### config.mk
export PLATFORM = sky130hd
export DESIGN_NAME = thick_line_rasterizer_top
export DESIGN_NICKNAME = d
export VERILOG_FILES = /design/src/rtl/tlr_pkg.sv /design/src/rtl/tlr_walker.sv /design/src/rtl/tlr_pixel.sv /design/src/rtl/thick_line_rasterizer_top.sv
export SDC_FILE = /design/constraint.sdc
export NUM_CORES = 1
export LEC_CHECK = 0
export ABC_AREA = 1
export BUFFER_PORTS_ARGS = -buffer_cell sky130_fd_sc_hd__buf_2
export CAP_MARGIN = 20
export CORE_ASPECT_RATIO = 2
export CORE_MARGIN = 5
export CORE_UTILIZATION = 47
export CTS_CLUSTER_SIZE = 30
export DETAILED_ROUTE_END_ITERATION = 12
export HOLD_SLACK_MARGIN = 0.12
export PLACE_DENSITY = 0.73
export SLEW_MARGIN = 10
export SYNTH_ARGS = -nofsm -noshare
export SYNTH_HDL_FRONTEND = slang
export SYNTH_SLANG_ARGS = --single-unit
### constraint.sdc
create_clock -name aclk -period 10.75 [get_ports aclk]
set_input_delay 0.5375 -clock aclk [delete_from_list [all_inputs] [get_ports aclk]]
set_output_delay 0.5375 -clock aclk [all_outputs]
set_load 0.1 [all_outputs]
### src/rtl/tlr_pkg.sv
// shared constants, codes and control structs for the thick line rasterizer
package tlr_pkg;

    // default build constants
    localparam int MAX_RADIUS_DEF = 63;
    localparam int COORD_BITS_DEF = 16;

    // fixed field widths
    localparam int IN_COORD_W  = 16;
    localparam int IN_RAD_W    = 6;
    localparam int COLOR_W     = 32;
    localparam int PIX_W       = 17;
    localparam int CANVAS_BITS = 15;
    localparam int S_TDATA_W   = 104;
    localparam int M_TDATA_W   = 72;
    localparam int CFG_IDX_W   = 1;

    // input beat kinds carried on s_tuser
    localparam logic CMD_START = 1'b0;
    localparam logic CMD_STEP  = 1'b1;

    // configuration register indexes
    localparam logic [CFG_IDX_W-1:0] REG_CANVAS_WIDTH  = 1'b0;
    localparam logic [CFG_IDX_W-1:0] REG_CANVAS_HEIGHT = 1'b1;

    // canvas size after reset
    localparam logic [CANVAS_BITS-1:0] CANVAS_WIDTH_RST  = 15'd640;
    localparam logic [CANVAS_BITS-1:0] CANVAS_HEIGHT_RST = 15'd480;

    // commands from the top level to the walker
    typedef struct packed {
        logic load;
        logic step;
    } tlr_ctrl_t;

    // walker status back to the top level
    typedef struct packed {
        logic busy;
        logic last;
    } tlr_stat_t;

endpackage

### src/rtl/tlr_walker.sv
// bresenham walker with the brush square scan, one candidate per step beat
module tlr_walker #(
    parameter int MAX_RADIUS = tlr_pkg::MAX_RADIUS_DEF,
    parameter int COORD_BITS = tlr_pkg::COORD_BITS_DEF,
    parameter int RAD_W      = 6,
    parameter int OFS_W      = 7
) (
    input  logic                                   aclk,
    input  logic                                   aresetn,
    input  tlr_pkg::tlr_ctrl_t                     ctrl,
    input  logic signed [tlr_pkg::IN_COORD_W-1:0]  start_x,
    input  logic signed [tlr_pkg::IN_COORD_W-1:0]  start_y,
    input  logic signed [tlr_pkg::IN_COORD_W-1:0]  end_x,
    input  logic signed [tlr_pkg::IN_COORD_W-1:0]  end_y,
    input  logic [tlr_pkg::IN_RAD_W-1:0]           brush_radius,
    input  logic [tlr_pkg::COLOR_W-1:0]            color,
    output logic signed [COORD_BITS-1:0]           cur_x,
    output logic signed [COORD_BITS-1:0]           cur_y,
    output logic signed [OFS_W-1:0]                ofs_x,
    output logic signed [OFS_W-1:0]                ofs_y,
    output logic [2*RAD_W-1:0]                     rad_sq,
    output logic [tlr_pkg::COLOR_W-1:0]            color_held,
    output tlr_pkg::tlr_stat_t                     stat
);

    localparam int SPAN_W = COORD_BITS + 1;
    localparam int ERR_W  = COORD_BITS + 3;

    logic signed [COORD_BITS-1:0] cur_x_reg, cur_x_next, cur_y_reg, cur_y_next;
    logic signed [COORD_BITS-1:0] tgt_x_reg, tgt_x_next, tgt_y_reg, tgt_y_next;
    logic [SPAN_W-1:0]            span_x_reg, span_x_next, span_y_reg, span_y_next;
    logic                         neg_x_reg, neg_x_next, neg_y_reg, neg_y_next;
    logic signed [ERR_W-1:0]      err_reg, err_next;
    logic signed [OFS_W-1:0]      ofs_x_reg, ofs_x_next, ofs_y_reg, ofs_y_next;
    logic [RAD_W-1:0]             rad_reg, rad_next;
    logic [2*RAD_W-1:0]           rad_sq_reg, rad_sq_next;
    logic [tlr_pkg::COLOR_W-1:0]  color_reg, color_next;
    logic                         busy_reg, busy_next;

    logic signed [COORD_BITS-1:0] x0, y0, x1, y1;
    logic [7:0]                   rad_ext, rad_sat;
    logic [RAD_W-1:0]             rad_in;
    logic signed [OFS_W-1:0]      rad_s, rad_in_s;
    logic signed [ERR_W:0]        e2, neg_sy, sx_s;
    logic                         at_end, x_wrap, y_wrap;

    // endpoints in the working coordinate width
    assign x0 = COORD_BITS'(start_x);
    assign y0 = COORD_BITS'(start_y);
    assign x1 = COORD_BITS'(end_x);
    assign y1 = COORD_BITS'(end_y);

    // radius clamp
    assign rad_ext  = 8'(brush_radius);
    assign rad_sat  = (rad_ext > 8'(MAX_RADIUS)) ? 8'(MAX_RADIUS) : rad_ext;
    assign rad_in   = rad_sat[RAD_W-1:0];
    assign rad_in_s = $signed({1'b0, rad_in});
    assign rad_s    = $signed({1'b0, rad_reg});

    // scan position tests
    assign at_end = (cur_x_reg == tgt_x_reg) && (cur_y_reg == tgt_y_reg);
    assign x_wrap = (ofs_x_reg == rad_s);
    assign y_wrap = (ofs_y_reg == rad_s);

    // bresenham decision terms
    assign e2     = $signed({err_reg, 1'b0});
    assign neg_sy = -$signed({1'b0, ERR_W'(span_y_reg)});
    assign sx_s   = $signed({1'b0, ERR_W'(span_x_reg)});

    // next state
    always_comb begin
        cur_x_next  = cur_x_reg;
        cur_y_next  = cur_y_reg;
        tgt_x_next  = tgt_x_reg;
        tgt_y_next  = tgt_y_reg;
        span_x_next = span_x_reg;
        span_y_next = span_y_reg;
        neg_x_next  = neg_x_reg;
        neg_y_next  = neg_y_reg;
        err_next    = err_reg;
        ofs_x_next  = ofs_x_reg;
        ofs_y_next  = ofs_y_reg;
        rad_next    = rad_reg;
        rad_sq_next = rad_sq_reg;
        color_next  = color_reg;
        busy_next   = busy_reg;
        if (ctrl.load) begin
            cur_x_next  = x0;
            cur_y_next  = y0;
            tgt_x_next  = x1;
            tgt_y_next  = y1;
            span_x_next = (x1 > x0) ? SPAN_W'(x1) - SPAN_W'(x0) : SPAN_W'(x0) - SPAN_W'(x1);
            span_y_next = (y1 > y0) ? SPAN_W'(y1) - SPAN_W'(y0) : SPAN_W'(y0) - SPAN_W'(y1);
            neg_x_next  = !(x0 < x1);
            neg_y_next  = !(y0 < y1);
            err_next    = $signed(ERR_W'(span_x_next)) - $signed(ERR_W'(span_y_next));
            rad_next    = rad_in;
            rad_sq_next = (2*RAD_W)'(rad_in) * (2*RAD_W)'(rad_in);
            ofs_x_next  = -rad_in_s;
            ofs_y_next  = -rad_in_s;
            color_next  = color;
            busy_next   = 1'b1;
        end else if (ctrl.step && busy_reg) begin
            if (!x_wrap) begin
                ofs_x_next = ofs_x_reg + OFS_W'(1);
            end else begin
                ofs_x_next = -rad_s;
                if (!y_wrap) begin
                    ofs_y_next = ofs_y_reg + OFS_W'(1);
                end else begin
                    ofs_y_next = -rad_s;
                    if (at_end) begin
                        busy_next = 1'b0;
                    end else begin
                        if (e2 > neg_sy) begin
                            cur_x_next = neg_x_reg ? cur_x_reg - COORD_BITS'(1)
                                                   : cur_x_reg + COORD_BITS'(1);
                        end
                        if (e2 < sx_s) begin
                            cur_y_next = neg_y_reg ? cur_y_reg - COORD_BITS'(1)
                                                   : cur_y_reg + COORD_BITS'(1);
                        end
                        err_next = err_reg
                                 - ((e2 > neg_sy) ? $signed(ERR_W'(span_y_reg)) : '0)
                                 + ((e2 < sx_s)   ? $signed(ERR_W'(span_x_reg)) : '0);
                    end
                end
            end
        end
    end

    // state registers
    always_ff @(posedge aclk) begin
        if (!aresetn) begin
            busy_reg <= 1'b0;
        end else begin
            busy_reg <= busy_next;
        end
        cur_x_reg  <= cur_x_next;
        cur_y_reg  <= cur_y_next;
        tgt_x_reg  <= tgt_x_next;
        tgt_y_reg  <= tgt_y_next;
        span_x_reg <= span_x_next;
        span_y_reg <= span_y_next;
        neg_x_reg  <= neg_x_next;
        neg_y_reg  <= neg_y_next;
        err_reg    <= err_next;
        ofs_x_reg  <= ofs_x_next;
        ofs_y_reg  <= ofs_y_next;
        rad_reg    <= rad_next;
        rad_sq_reg <= rad_sq_next;
        color_reg  <= color_next;
    end

    assign cur_x      = cur_x_reg;
    assign cur_y      = cur_y_reg;
    assign ofs_x      = ofs_x_reg;
    assign ofs_y      = ofs_y_reg;
    assign rad_sq     = rad_sq_reg;
    assign color_held = color_reg;
    assign stat.busy  = busy_reg;
    assign stat.last  = at_end && x_wrap && y_wrap;

endmodule

### src/rtl/tlr_pixel.sv
// candidate pixel position, disc test and canvas clip
module tlr_pixel #(
    parameter int COORD_BITS = tlr_pkg::COORD_BITS_DEF,
    parameter int RAD_W      = 6,
    parameter int OFS_W      = 7
) (
    input  logic signed [COORD_BITS-1:0]          cur_x,
    input  logic signed [COORD_BITS-1:0]          cur_y,
    input  logic signed [OFS_W-1:0]               ofs_x,
    input  logic signed [OFS_W-1:0]               ofs_y,
    input  logic [2*RAD_W-1:0]                    rad_sq,
    input  logic [tlr_pkg::CANVAS_BITS-1:0]       canvas_width,
    input  logic [tlr_pkg::CANVAS_BITS-1:0]       canvas_height,
    output logic signed [tlr_pkg::PIX_W-1:0]      pixel_x,
    output logic signed [tlr_pkg::PIX_W-1:0]      pixel_y,
    output logic                                  write_enable
);

    localparam int SUM_W = ((COORD_BITS > OFS_W) ? COORD_BITS : OFS_W) + 1;
    localparam int CMP_W = ((SUM_W > tlr_pkg::CANVAS_BITS) ? SUM_W : tlr_pkg::CANVAS_BITS) + 1;
    localparam int SQ_W  = 2*OFS_W + 1;

    logic signed [SUM_W-1:0]    px, py;
    logic signed [CMP_W-1:0]    px_c, py_c, w_c, h_c;
    logic signed [2*OFS_W-1:0]  sq_x, sq_y;
    logic [SQ_W-1:0]            dist_sq;
    logic                       in_disc, on_canvas;

    // pixel position
    assign px = SUM_W'(cur_x) + SUM_W'(ofs_x);
    assign py = SUM_W'(cur_y) + SUM_W'(ofs_y);
    assign pixel_x = tlr_pkg::PIX_W'(px);
    assign pixel_y = tlr_pkg::PIX_W'(py);

    // disc membership
    assign sq_x    = ofs_x * ofs_x;
    assign sq_y    = ofs_y * ofs_y;
    assign dist_sq = SQ_W'($unsigned(sq_x)) + SQ_W'($unsigned(sq_y));
    assign in_disc = dist_sq <= SQ_W'(rad_sq);

    // canvas clip
    assign px_c = CMP_W'(px);
    assign py_c = CMP_W'(py);
    assign w_c  = $signed(CMP_W'(canvas_width));
    assign h_c  = $signed(CMP_W'(canvas_height));
    assign on_canvas = (px_c >= 0) && (py_c >= 0) && (px_c < w_c) && (py_c < h_c);

    assign write_enable = in_disc && on_canvas;

endmodule

### src/rtl/thick_line_rasterizer_top.sv
// top level of the thick line rasterizer: ports, canvas registers, output register
//
// Draws a line with a round brush, one candidate pixel per step beat.
// Input channel s_*: s_tuser selects the beat kind. A start beat loads both
// endpoints, the brush radius (clamped to MAX_RADIUS) and the color and gives
// no output. A step beat while a line is active gives one candidate pixel;
// a step beat while idle is consumed and gives nothing. A start beat while a
// line is active drops that line.
// Output channel m_*: pixel position and color in m_tdata, the write flag in
// m_tuser (disc test and canvas clip), m_tlast on the final candidate.
// Candidates come row by row over the brush square at each Bresenham point.
// m_tvalid rises in the cycle after the accepted step beat.
// Throughput: one beat per cycle while m_tready is high; the candidate goes
// combinationally from the walker state into the output register.
// A stalled receiver holds the output register; s_tready stays high while
// the output register is empty or being taken in the same cycle.
// Reset (aresetn low, synchronous) leaves the block idle with an empty output
// and the canvas at 640 x 480; no clearing pass is needed. Canvas size is set
// with cfg_we / cfg_index / cfg_data, by the user only while idle; not enforced.
module thick_line_rasterizer_top #(
    parameter int MAX_RADIUS = tlr_pkg::MAX_RADIUS_DEF,
    parameter int COORD_BITS = tlr_pkg::COORD_BITS_DEF
) (
    input  logic                              aclk,
    input  logic                              aresetn,
    // input channel
    input  logic                              s_tvalid,
    output logic                              s_tready,
    // start_x, start_y, end_x, end_y, brush_radius, color, zero pad
    input  logic [tlr_pkg::S_TDATA_W-1:0]     s_tdata,
    // cmd
    input  logic                              s_tuser,
    // result channel
    output logic                              m_tvalid,
    input  logic                              m_tready,
    // pixel_x, pixel_y, pixel_color, zero pad
    output logic [tlr_pkg::M_TDATA_W-1:0]     m_tdata,
    // write_enable
    output logic                              m_tuser,
    output logic                              m_tlast,
    // configuration write port
    input  logic                              cfg_we,
    input  logic [tlr_pkg::CFG_IDX_W-1:0]     cfg_index,
    input  logic [tlr_pkg::CANVAS_BITS-1:0]   cfg_data
);

    localparam int RAD_W = (MAX_RADIUS > 0) ? $clog2(MAX_RADIUS + 1) : 1;
    localparam int OFS_W = RAD_W + 1;

    logic [tlr_pkg::CANVAS_BITS-1:0] width_reg, height_reg;
    logic                           m_valid_reg, m_valid_next;
    logic [tlr_pkg::PIX_W-1:0]      px_reg, py_reg;
    logic [tlr_pkg::COLOR_W-1:0]    color_out_reg;
    logic                           we_reg, last_reg;

    logic                           accept;
    tlr_pkg::tlr_ctrl_t             ctrl;
    tlr_pkg::tlr_stat_t             stat;
    logic signed [COORD_BITS-1:0]   cur_x, cur_y;
    logic signed [OFS_W-1:0]        ofs_x, ofs_y;
    logic [2*RAD_W-1:0]             rad_sq;
    logic [tlr_pkg::COLOR_W-1:0]    color_held;
    logic signed [tlr_pkg::PIX_W-1:0] pixel_x, pixel_y;
    logic                           write_enable;
    logic                           res_valid;

    // input handshake
    assign s_tready  = !m_valid_reg || m_tready;
    assign accept    = s_tvalid && s_tready;
    assign ctrl.load = accept && (s_tuser == tlr_pkg::CMD_START);
    assign ctrl.step = accept && (s_tuser == tlr_pkg::CMD_STEP);
    assign res_valid = ctrl.step && stat.busy;

    tlr_walker #(
        .MAX_RADIUS (MAX_RADIUS),
        .COORD_BITS (COORD_BITS),
        .RAD_W      (RAD_W),
        .OFS_W      (OFS_W)
    ) u_walker (
        .aclk         (aclk),
        .aresetn      (aresetn),
        .ctrl         (ctrl),
        .start_x      (s_tdata[15:0]),
        .start_y      (s_tdata[31:16]),
        .end_x        (s_tdata[47:32]),
        .end_y        (s_tdata[63:48]),
        .brush_radius (s_tdata[69:64]),
        .color        (s_tdata[101:70]),
        .cur_x        (cur_x),
        .cur_y        (cur_y),
        .ofs_x        (ofs_x),
        .ofs_y        (ofs_y),
        .rad_sq       (rad_sq),
        .color_held   (color_held),
        .stat         (stat)
    );

    tlr_pixel #(
        .COORD_BITS (COORD_BITS),
        .RAD_W      (RAD_W),
        .OFS_W      (OFS_W)
    ) u_pixel (
        .cur_x         (cur_x),
        .cur_y         (cur_y),
        .ofs_x         (ofs_x),
        .ofs_y         (ofs_y),
        .rad_sq        (rad_sq),
        .canvas_width  (width_reg),
        .canvas_height (height_reg),
        .pixel_x       (pixel_x),
        .pixel_y       (pixel_y),
        .write_enable  (write_enable)
    );

    // canvas size registers
    always_ff @(posedge aclk) begin
        if (!aresetn) begin
            width_reg  <= tlr_pkg::CANVAS_WIDTH_RST;
            height_reg <= tlr_pkg::CANVAS_HEIGHT_RST;
        end else if (cfg_we) begin
            case (cfg_index)
                tlr_pkg::REG_CANVAS_WIDTH:  width_reg  <= cfg_data;
                tlr_pkg::REG_CANVAS_HEIGHT: height_reg <= cfg_data;
                default: ;
            endcase
        end
    end

    // output valid
    always_comb begin
        m_valid_next = m_valid_reg;
        if (accept) begin
            m_valid_next = res_valid;
        end else if (m_tready) begin
            m_valid_next = 1'b0;
        end
    end

    // output register
    always_ff @(posedge aclk) begin
        if (!aresetn) begin
            m_valid_reg <= 1'b0;
        end else begin
            m_valid_reg <= m_valid_next;
        end
        if (res_valid) begin
            px_reg        <= pixel_x;
            py_reg        <= pixel_y;
            color_out_reg <= color_held;
            we_reg        <= write_enable;
            last_reg      <= stat.last;
        end
    end

    assign m_tvalid = m_valid_reg;
    assign m_tdata  = {6'd0, color_out_reg, py_reg, px_reg};
    assign m_tuser  = we_reg;
    assign m_tlast  = last_reg;

endmodule
==> run summary <==
FF/Latch Area: 8118 um2
Cell family with most CP delay: adder cells
Clk Latency, worst-skew pair: 620 ps
I/O pin cnt: 202
Footprint of the multi-input gates: 15980 um2
Max-cap violations: 0
Antenna viol nets, final: 0
Critical R2R Capture: m_tuser$_DFFE_PP_
Ys flop type: edfxtp_1
Avg Inst Size Synth: 8.059 um2
Final WL: 79040 um
Clock buffer depth: 3
Nets@finish: 4078
Synth area leader: edfxtp_1
Die W: 178.9 um
PD cells: 258.8 nW/um2
Starting density of the core: 0.4710
Design area: 29790 um2
Top-count cell post-synth: nand2_1
Synthesized area: 26820 um2
Remaining DRCs: 0
Final slew viol count: 0
Fin Hold WS: 145.4 ps
Worst reg2reg setup slack: 3540 ps
Die footprint: 62230 um2
Global route total overflow: 0
First-pass GRT wire length: 121300 um
Slowest-stage cell, CP: edfxtp_1
Initial antenna violation count: 10
Share of layout cells above drive strength 1: 0.09454
Die Y: 347.8 um
Core ar.: 56940 um2
Drt first-iter violations: 1397
CTS Buf Count: 28
Worst-path clk slew: 70 ps
Buf+Inv Stages, Crit Path: 4
H-Tree Depth: 1
Root buf cell: clkbuf_16
Critical path capture point type: flip-flop
Clk pwr share: 0.133
WP data required: 11230 ps
Top cells by count, synth: nand2_1, inv_1, ha_1
WP data arrival: 7690 ps
CP Max Fanout: 25
P_leak: 14.88 nW
Critical path class: reg2reg
Yosys top cell area share: 0.2788
Fillcell total: 5379
Pint: 3.793 mW
Max incr delay on CP: 990 ps
Setup crit start kind: flip-flop
Worst Hold Path Cells: 1
Vias: 22890
Clock sink count: 281
Most used cell, CP: nand2_1
GRT Total Usage: 0.2507
Async SR Flop Fraction: 0
Hpwl dp: 65680 um
Dpl cell area: 28470 um2
Worst hold start: s_tdata[73]
Setup TNS: 0 ps
FF+latch count, synth: 281
Synth Instances: 3328
Post-layout min period: 7206 ps
Hold Path Sink: u_walker.color_held[3]$_DFFE_PP_
Sw Ratio: 0.5079
Ratio of final minimum period to clock period: 0.6704
Setup bufs post-CTS: 0
Num rows: 124
GPL Wtd Cong: 1.003
P_sw: 3.915 mW
Cell variety after synth: 65
WL/cell: 18.31 um
Via-per-instance ratio: 5.301
Clock skew: 55.55 ps
Area contributors post-synth: edfxtp_1, ha_1, nand2_1
Sequential-to-total area share from yosys stat: 0.3027
Vias in the first global route: 23190
Ys Warns: 0
Tot Pwr: 7.708 mW
RSZ-0062 raised after global routing: false
Crit path launch: u_walker.ofs_x[6]$_DFFE_PP_
Final Hold Vio Count: 0
Post-synth EDFFs: 249
Worst r2r src: u_walker.ofs_x[6]$_DFFE_PP_
TritonCTS clock tree: yes
Synth-to-Final Area Change: 11.06%
Slew HR: 0.3278
Sequential Power Share: 0.193
Pin count of the biggest net entering global routing: 150
Initial DRT Pass Iterations: 6
# setup viols final: 0
Fmax: 138.8 MHz
Peak VDD IR: 0.0003407 V
Slew of the pin with the lowest slew margin: 997.7 ps
Comb power frac: 0.674
Status: complete, no violations
R2R depth: 29
Worst Hold Class: in2reg
Port-buffer cells: 193
logic make-up (layout without fill, tap and decap cells):
logic type,Yosys count,in the layout,share of synthesized area
compound gates,608,608,0.1271
mux,2,2,0.0007930
other cells,1,13,0.0001398
xor+xnor,202,202,0.06596
flops,281,281,0.3027
buf+inv,704,925,0.1025
simple gates,1110,1110,0.1777
fa+ha+maj,420,420,0.2231
placed cells by master, fill, tap and decap left out, types with 15 or more instances in the layout:
| master | count |
|---|---|
| a21oi_1 | 269 |
| a21o_1 | 25 |
| or2_2 | 18 |
| edfxtp_1 | 249 |
| nor3_1 | 36 |
| nand2_1 | 641 |
| ha_1 | 323 |
| inv_2 | 16 |
| fa_1 | 97 |
| nor2_1 | 185 |
| dfxtp_1 | 32 |
| nand2_2 | 18 |
| o21ai_0 | 199 |
| xor2_1 | 153 |
| xnor2_1 | 49 |
| clkbuf_16 | 28 |
| nand3_1 | 147 |
| buf_2 | 193 |
| o21ai_1 | 15 |
| o21bai_1 | 22 |
| nand4_1 | 27 |
| inv_1 | 619 |
| dlygate4sd3_1 | 35 |
cell type report:
class,instances,share of cell area
inverter,638,0.08040
antenna,7,0.0005881
sequential,281,0.2725
clock buffer,33,0.02449
multi-input combinational,2348,0.5365
timing repair buffer,235,0.04637
clock inverter,19,0.007393
tap,756,0.03176
timing repair:
| action | 4_1_cts | 5_1_grt |
|---|---|---|
| endpoints found under the hold margin | 35 | 0 |
| gates resized for setup | 0 | 0 |
| endpoints found under the setup margin | 0 | 0 |
| hold buffers | 35 | 0 |
per-layer routing:
layer  GRT usage  wire length [um]
met1      0.2402             26310
met2      0.4636             40770
met3     0.02792              3595
met4      0.2122              8347
met5           0                21
stage by stage:
stage	cells	worst slack (ps)	util
4_1_cts	4310	3562	0.5228
3_3_place_gp	4223	3582	0.5000
3_5_place_dp	4223	3538	0.5000
6_report	4317	3544	0.5231
2_1_floorplan	3333	4790	-
5_1_grt	4313	3218	0.5229
worst max path at each step:
stage,to,slack [ps],cells past startpoint
after floorplan,m_tuser$_DFFE_PP_,4790,31
after global placement,m_tuser$_DFFE_PP_,3580,29
after detailed placement,m_tuser$_DFFE_PP_,3540,29
after CTS,m_tuser$_DFFE_PP_,3560,29
after global routing,m_tuser$_DFFE_PP_,3220,29
final,m_tuser$_DFFE_PP_,3540,29
power by group through the flow:
stage	clock [mW]	combinational (mW)	sequential, mW
5_1_grt	1.09	5.88	1.49
6_report	1.03	5.20	1.48
2_1_floorplan	0	3.75	1.49
3_3_place_gp	0	5.06	1.50
4_1_cts	1.04	5.19	1.48
3_5_place_dp	0	5.15	1.51
(Power assumes the default switching activity.)
